**config.mk**
```make
export PLATFORM = sky130hd
export DESIGN_NAME = pdc_merge
export DESIGN_NICKNAME = d
export VERILOG_FILES = /design/src/rtl/core/pdc_pkg.sv /design/src/rtl/core/pdc_merge.sv
export SDC_FILE = /design/constraint.sdc
export NUM_CORES = 1
export LEC_CHECK = 0
export ABC_AREA = 1
export BUFFER_PORTS_ARGS = -buffer_cell sky130_fd_sc_hd__clkbuf_2
export CAP_MARGIN = 10
export CELL_PAD_IN_SITES_DETAIL_PLACEMENT = 1
export CELL_PAD_IN_SITES_GLOBAL_PLACEMENT = 1
export CORE_AREA = 2 2 125 66
export DETAILED_ROUTE_END_ITERATION = 10
export DIE_AREA = 0 0 127 68
export PLACE_DENSITY_LB_ADDON = 0.2
export SYNTH_ARGS = -nofsm -noshare
export SYNTH_HDL_FRONTEND = slang
export SYNTH_SLANG_ARGS = --single-unit
export TNS_END_PERCENT = 50
```
**constraint.sdc**
```tcl
create_clock -name clock -period 4.2 [get_ports clock]
set_input_delay 0.42 -clock clock [delete_from_list [all_inputs] [get_ports clock]]
set_output_delay 0.42 -clock clock [all_outputs]
set_load 0.02 [all_outputs]
```
**src/rtl/core/pdc_pkg.sv**
```systemverilog
// Shared types, constants and helper functions for the pixel display correction core.
// No dependencies; every other file in rtl/core but pdc_ram imports this package.
`timescale 1ns / 1ps

package pdc_pkg;

   // Geometry of one pixel and of the correction table
   localparam int NUM_CHANNELS = 4;
   localparam int COLOR_LANES  = 3;
   localparam int LANE_W       = $clog2(COLOR_LANES);
   localparam int PIX_W        = 8;
   localparam int TABLE_DEPTH  = 256;
   localparam int TABLE_AW     = $clog2(TABLE_DEPTH);

   // Stream and register port widths
   localparam int REQ_DATA_W = NUM_CHANNELS * PIX_W + 2 * PIX_W;
   localparam int RSP_DATA_W = NUM_CHANNELS * PIX_W;
   localparam int CSR_IDX_W  = 2;
   localparam int CSR_DATA_W = 3;
   localparam int COUNT_W    = 3;

   localparam logic [COUNT_W-1:0] CHANNEL_COUNT_RESET = COUNT_W'(NUM_CHANNELS);

   // Rec.709 luma in Q16: weights sum to 65536, rounding bias is one half
   localparam int WEIGHT_W = 16;
   localparam int PROD_W   = WEIGHT_W + PIX_W;
   localparam logic [WEIGHT_W-1:0] LUMA_WEIGHT [COLOR_LANES] = '{
      16'd13933, 16'd46871, 16'd4732
   };
   localparam logic [PROD_W-1:0] ROUND_BIAS = PROD_W'(32768);

   typedef logic [PIX_W-1:0] pix_type;
   typedef logic [NUM_CHANNELS-1:0][PIX_W-1:0] chan_vec_type;
   typedef logic [COLOR_LANES-1:0][PIX_W-1:0] lane_vec_type;

   typedef enum logic {
      CMD_LOAD  = 1'b0,
      CMD_PIXEL = 1'b1
   } cmd_type;

   typedef enum logic [1:0] {
      MODE_RGBA   = 2'd0,
      MODE_RGB    = 2'd1,
      MODE_SINGLE = 2'd2,
      MODE_LUMA   = 2'd3
   } mode_type;

   typedef enum logic [CSR_IDX_W-1:0] {
      CSR_SRGB_DECODE    = 2'd0,
      CSR_DISPLAY_MODE   = 2'd1,
      CSR_CHOSEN_CHANNEL = 2'd2,
      CSR_CHANNEL_COUNT  = 2'd3
   } csr_type;

   // Settings as the datapath sees them, after clamping and mode fallback
   typedef struct packed {
      logic                srgb;
      mode_type            mode;
      logic [1:0]          sel;
      logic [COUNT_W-1:0]  total;
      logic [1:0]          colour;
   } ctl_type;

   // sRGB-to-linear, 8 bit in and out
   localparam pix_type SRGB_ROM [TABLE_DEPTH] = '{
      8'd0, 8'd0, 8'd0, 8'd0, 8'd0, 8'd0, 8'd0, 8'd1,
      8'd1, 8'd1, 8'd1, 8'd1, 8'd1, 8'd1, 8'd1, 8'd1,
      8'd1, 8'd1, 8'd2, 8'd2, 8'd2, 8'd2, 8'd2, 8'd2,
      8'd2, 8'd2, 8'd3, 8'd3, 8'd3, 8'd3, 8'd3, 8'd3,
      8'd4, 8'd4, 8'd4, 8'd4, 8'd4, 8'd5, 8'd5, 8'd5,
      8'd5, 8'd6, 8'd6, 8'd6, 8'd6, 8'd7, 8'd7, 8'd7,
      8'd8, 8'd8, 8'd8, 8'd8, 8'd9, 8'd9, 8'd9, 8'd10,
      8'd10, 8'd10, 8'd11, 8'd11, 8'd12, 8'd12, 8'd12, 8'd13,
      8'd13, 8'd13, 8'd14, 8'd14, 8'd15, 8'd15, 8'd16, 8'd16,
      8'd17, 8'd17, 8'd17, 8'd18, 8'd18, 8'd19, 8'd19, 8'd20,
      8'd20, 8'd21, 8'd22, 8'd22, 8'd23, 8'd23, 8'd24, 8'd24,
      8'd25, 8'd25, 8'd26, 8'd27, 8'd27, 8'd28, 8'd29, 8'd29,
      8'd30, 8'd30, 8'd31, 8'd32, 8'd32, 8'd33, 8'd34, 8'd35,
      8'd35, 8'd36, 8'd37, 8'd37, 8'd38, 8'd39, 8'd40, 8'd41,
      8'd41, 8'd42, 8'd43, 8'd44, 8'd45, 8'd45, 8'd46, 8'd47,
      8'd48, 8'd49, 8'd50, 8'd51, 8'd51, 8'd52, 8'd53, 8'd54,
      8'd55, 8'd56, 8'd57, 8'd58, 8'd59, 8'd60, 8'd61, 8'd62,
      8'd63, 8'd64, 8'd65, 8'd66, 8'd67, 8'd68, 8'd69, 8'd70,
      8'd71, 8'd72, 8'd73, 8'd74, 8'd76, 8'd77, 8'd78, 8'd79,
      8'd80, 8'd81, 8'd82, 8'd84, 8'd85, 8'd86, 8'd87, 8'd88,
      8'd90, 8'd91, 8'd92, 8'd93, 8'd95, 8'd96, 8'd97, 8'd99,
      8'd100, 8'd101, 8'd103, 8'd104, 8'd105, 8'd107, 8'd108, 8'd109,
      8'd111, 8'd112, 8'd114, 8'd115, 8'd116, 8'd118, 8'd119, 8'd121,
      8'd122, 8'd124, 8'd125, 8'd127, 8'd128, 8'd130, 8'd131, 8'd133,
      8'd134, 8'd136, 8'd138, 8'd139, 8'd141, 8'd142, 8'd144, 8'd146,
      8'd147, 8'd149, 8'd151, 8'd152, 8'd154, 8'd156, 8'd157, 8'd159,
      8'd161, 8'd163, 8'd164, 8'd166, 8'd168, 8'd170, 8'd171, 8'd173,
      8'd175, 8'd177, 8'd179, 8'd181, 8'd183, 8'd184, 8'd186, 8'd188,
      8'd190, 8'd192, 8'd194, 8'd196, 8'd198, 8'd200, 8'd202, 8'd204,
      8'd206, 8'd208, 8'd210, 8'd212, 8'd214, 8'd216, 8'd218, 8'd220,
      8'd222, 8'd224, 8'd226, 8'd229, 8'd231, 8'd233, 8'd235, 8'd237,
      8'd239, 8'd242, 8'd244, 8'd246, 8'd248, 8'd250, 8'd253, 8'd255
   };

   function automatic pix_type decode_px(logic srgb, pix_type v);
      return srgb ? SRGB_ROM[v] : v;
   endfunction

   // Clamp the channel count, derive the colour channel count, apply luma fallback
   function automatic ctl_type make_ctl(logic srgb, logic [1:0] mode, logic [1:0] sel,
                                        logic [COUNT_W-1:0] count);
      ctl_type c;
      c.srgb = srgb;
      c.sel  = sel;
      if (count == '0)
         c.total = COUNT_W'(1);
      else if (count > COUNT_W'(NUM_CHANNELS))
         c.total = COUNT_W'(NUM_CHANNELS);
      else
         c.total = count;
      if (c.total > COUNT_W'(3))
         c.colour = 2'd3;
      else if (c.total == COUNT_W'(2))
         c.colour = 2'd1;
      else
         c.colour = c.total[1:0];
      c.mode = mode_type'(mode);
      if (c.colour == 2'd1 && c.mode == MODE_LUMA)
         c.mode = MODE_RGBA;
      return c;
   endfunction

endpackage

```
**src/rtl/core/pdc_merge.sv**
```systemverilog
// Merge stage: combines lane lookups and raw channels per display mode into the output register.
// Depends on pdc_pkg.
`timescale 1ns / 1ps

module pdc_merge (
   input  logic                               clock,
   input  logic                               reset,
   input  pdc_pkg::ctl_type                   ctl,
   input  logic                               in_valid,
   output logic                               in_ready,
   input  pdc_pkg::chan_vec_type              raw,
   input  pdc_pkg::lane_vec_type              lut,
   output logic                               rsp_tvalid,
   input  logic                               rsp_tready,
   output logic [pdc_pkg::RSP_DATA_W-1:0]     rsp_tdata
);

   import pdc_pkg::*;

   logic         valid_ff, valid_in;
   chan_vec_type data_ff, data_in;
   chan_vec_type lut_all;
   pix_type      single_v;
   logic         take;

   // Lane lookups widened to one slot per channel, top slot unused
   assign lut_all = {{PIX_W{1'b0}}, lut};

   // Single-channel value: corrected if colour, raw if present, else zero
   always_comb begin
      single_v = '0;
      if ({1'b0, ctl.sel} < {1'b0, ctl.colour})
         single_v = lut[0];
      else if (COUNT_W'(ctl.sel) < ctl.total)
         single_v = raw[ctl.sel];
   end

   // Per-channel result; absent channels read as zero
   always_comb begin
      for (int ch = 0; ch < NUM_CHANNELS; ch++) begin
         data_in[ch] = '0;
         if (COUNT_W'(ch) < ctl.total) begin
            case (ctl.mode)
               MODE_LUMA:
                  data_in[ch] = (ch < COLOR_LANES) ? lut[0] : raw[ch];
               MODE_SINGLE:
                  data_in[ch] = (COUNT_W'(ch) < COUNT_W'(ctl.colour)) ? single_v : raw[ch];
               default: begin
                  data_in[ch] = raw[ch];
                  if (ch < COLOR_LANES && COUNT_W'(ch) < COUNT_W'(ctl.colour))
                     data_in[ch] = lut_all[ch];
               end
            endcase
         end
      end
   end

   // Output register
   assign in_ready = !valid_ff || rsp_tready;
   assign take     = in_valid && in_ready;
   assign valid_in = take || (valid_ff && !rsp_tready);

   always_ff @(posedge clock) begin
      if (reset)
         valid_ff <= 1'b0;
      else
         valid_ff <= valid_in;
   end

   always_ff @(posedge clock) begin
      if (take)
         data_ff <= data_in;
   end

   assign rsp_tvalid = valid_ff;
   assign rsp_tdata  = data_ff;

endmodule

```
==> run_results.csv <==
group,metric,value,unit
run_status,status,"finished clean",
layout,multi_input_comb_area,1270,µm²
synthesis,ys_seq_area_share,38.2,%
grt,grt_usage,22.2,%
synthesis,synth-seq-cells,33,
grt,grt.overflow.total,0,
critical_path,required,4.28,ns
synthesis,syn_nets,457,
routing,first_pass_iters,4,
sta,fin_crit,2.70,ns
min_path,hold_path.class,"in -> reg",
power,finalPower,1.05,mW
routing,vias,2921,
routing,wl,9.48,mm
cts,clk_latency,0.28,ns
layout,drive_gt1_share,24.7,%
critical_path,cp-end-kind,"flip-flop",
layout,final_cells,581,
sta,fin_worst_skew,0.00276,ns
critical_path,crit_fanout,27,
critical_path,arrival,2.78,ns
cts,cts_tree,"done",
cts,htree_num_levels,2,
layout,num_antenna_cells,0,
cts,cts_setup_buffers,0,
floorplan,num_rows,23,
power,leakage,1.69,nW
floorplan,start_util,33.5,%
floorplan,die_w,127,µm
placement,gp_congestion,0.882,
routing,drc,0,
floorplan,die_height,68,µm
floorplan,core,7650,µm²
cts,clk_pin_slew,0.06,ns
sta,fin_ws,1.50,ns
critical_path,slowest_stage,"clkinv_1",
cts,cts_made_buffers,5,
sta,drv_slew,0,
critical_path,start_kind,"input port",
grt,grt_pass1_vias,2899,
cts,cts_hold_buffers,0,
layout,design_area,3280,µm²
critical_path,crit_type,"in -> reg",
placement,dp_slack,1.29,ns
layout,area_growth,27.6,%
sta,fmax,0.371,GHz
sta,setup_viol,0,
routing,drt_iter0_drc,154,
critical_path,path_cells,"clkbuf_2, clkinv_1, ha_1, nand2_1, nand2_2, inv_4, nand2_1, nand3_1, nand3_1, a21oi_1",
synthesis,syn_area,2570,µm²
critical_path,critPathMaxStageDelay,0.49,ns
grt,grt_first_pass_wirelength,14.6,mm
sta,worst_pin_slew,1.16,ns
synthesis,synth_top_area_share,37.4,%
sta,whs,0.301,ns
synthesis,synth.area.top_cells,"edfxtp_1 37%, nand2_1 16%, nand3_1 14%, a21oi_1 9.9%, inv_1 8.2%",
synthesis,post_synth_num_cell_types,21,
cts,clk_path_buf_depth,2,
synthesis,postSynthCellCount,385,
placement,dp_hpwl,7.12,mm
synthesis,synth_top_area_cell,"edfxtp_1",
sta,finalHoldViolCount,0,
routing,routedWlPerCell,16.3,µm
floorplan,die-area,8640,µm²
critical_path,worst-path-buf-inv,3,
routing,vias_per_cell,5.03,
sta,final.setup.tns,0,ns
critical_path,crit_family,"buffers and inverters",
floorplan,io-pin-count,104,
sta,rsz0062_at_grt,"no",
placement,portBuffers,102,
synthesis,yosys_warnings,0,
placement,placed_area,3130,µm²
layout,regArea,981,µm²
cts,cts.sinks,33,
cts,ctsResizeCount,0,
sta,min_period_over_period,64.2,%
layout,final_util,42.8,%
routing,postRouteAntennaNets,0,
cts,cts-root-buf,"clkbuf_16",
synthesis,syn_avg_cell_area,6.67,µm²
flow_run,cap_viol_max_count,0,
placement,placedCellCount,572,
layout,fillers,1062,
grt,antenna_found_initial,0,
grt,grt_max_degree,33,
sta,slew_headroom,22.4,%
power,ir_worst_vdd,0.176,mV
layout,finalNetCount,552,
power,power_density,321,nW/µm²
## logic make-up (layout without fill, tap and decap cells)
logic type                 after synthesis  count (layout)  share of synthesized area (%)
and+or+nand+nor                        197             197                           32.9
buffers and inverters                   77             173                           12.6
DFF                                     33              33                           38.2
AOI/OAI and AO/OA                       76              76                           15.3
adders and majority gates                2               2                          0.975
## sequential cells by signal (all words and copies together), names as in the netlist
name,flops
rsp_tvalid,1
rsp_tdata,32
## where the power goes
group	internal, mW	switching, mW	total, mW
registers	0.396	0.00828	0.404
clock network	0.221	0.137	0.358
logic	0.0944	0.194	0.288
total	0.711	0.339	1.05
## cell usage in the layout (no fill, tap or decap)
cell type / instances
nor2_1: 12
buf_4: 1
nor3_1: 1
clkbuf_1: 3
nand3_1: 72
clkinv_1: 1
clkbuf_2: 102
nor2_4: 1
dfxtp_1: 1
inv_1: 56
a21oi_1: 50
nand2_1: 108
o21ai_0: 24
edfxtp_1: 32
nand2_2: 3
buf_2: 1
a21oi_4: 2
inv_4: 1
inv_2: 2
ha_1: 2
inv_6: 1
clkbuf_16: 5
## layout make-up
cell class	count	area share [%]
clock buffer	8	4.16
inverter	61	7.22
multi-input combinational	275	38.9
sequential	33	29.9
tap	100	3.82
timing repair buffer	104	16.0
## Yosys cell counts
| master | n |
|---|---|
| nand2_1 | 108 |
| nand3_1 | 72 |
| inv_1 | 56 |
| a21oi_1 | 51 |
| edfxtp_1 | 32 |
| o21ai_0 | 24 |
| nor2_1 | 12 |
| buf_2 | 7 |
| clkbuf_1 | 6 |
| nand2_2 | 3 |
| buf_6 | 2 |
| ha_1 | 2 |
| inv_2 | 2 |
| a21oi_4 | 1 |
| buf_4 | 1 |
| clkinv_1 | 1 |
| dfxtp_1 | 1 |
| inv_4 | 1 |
| inv_6 | 1 |
| nor2_4 | 1 |
| nor3_1 | 1 |
## routing by layer
layer	wire length, µm	vias to the layer above	GRT usage, %
met5	0	-	0
met4	94	0	4.67
met3	563	9	3.36
met2	4150	99	37.0
met1	4670	1355	31.0
li1	-	1458	-
## path summary, 6_finish.rpt
check | from | endpoint | slack, ns | cells after the start
worst max-delay path | ctl[1] | rsp_tdata[10] | 1.50 | 10
worst min-delay path | reset | rsp_tvalid | 0.30 | 2
worst max register to register | rsp_tvalid | rsp_tdata[30] | 2.55 | 1
worst min register to register | rsp_tvalid | rsp_tvalid | 0.55 | 2
Note: power is estimated with default switching activity, not from simulation.
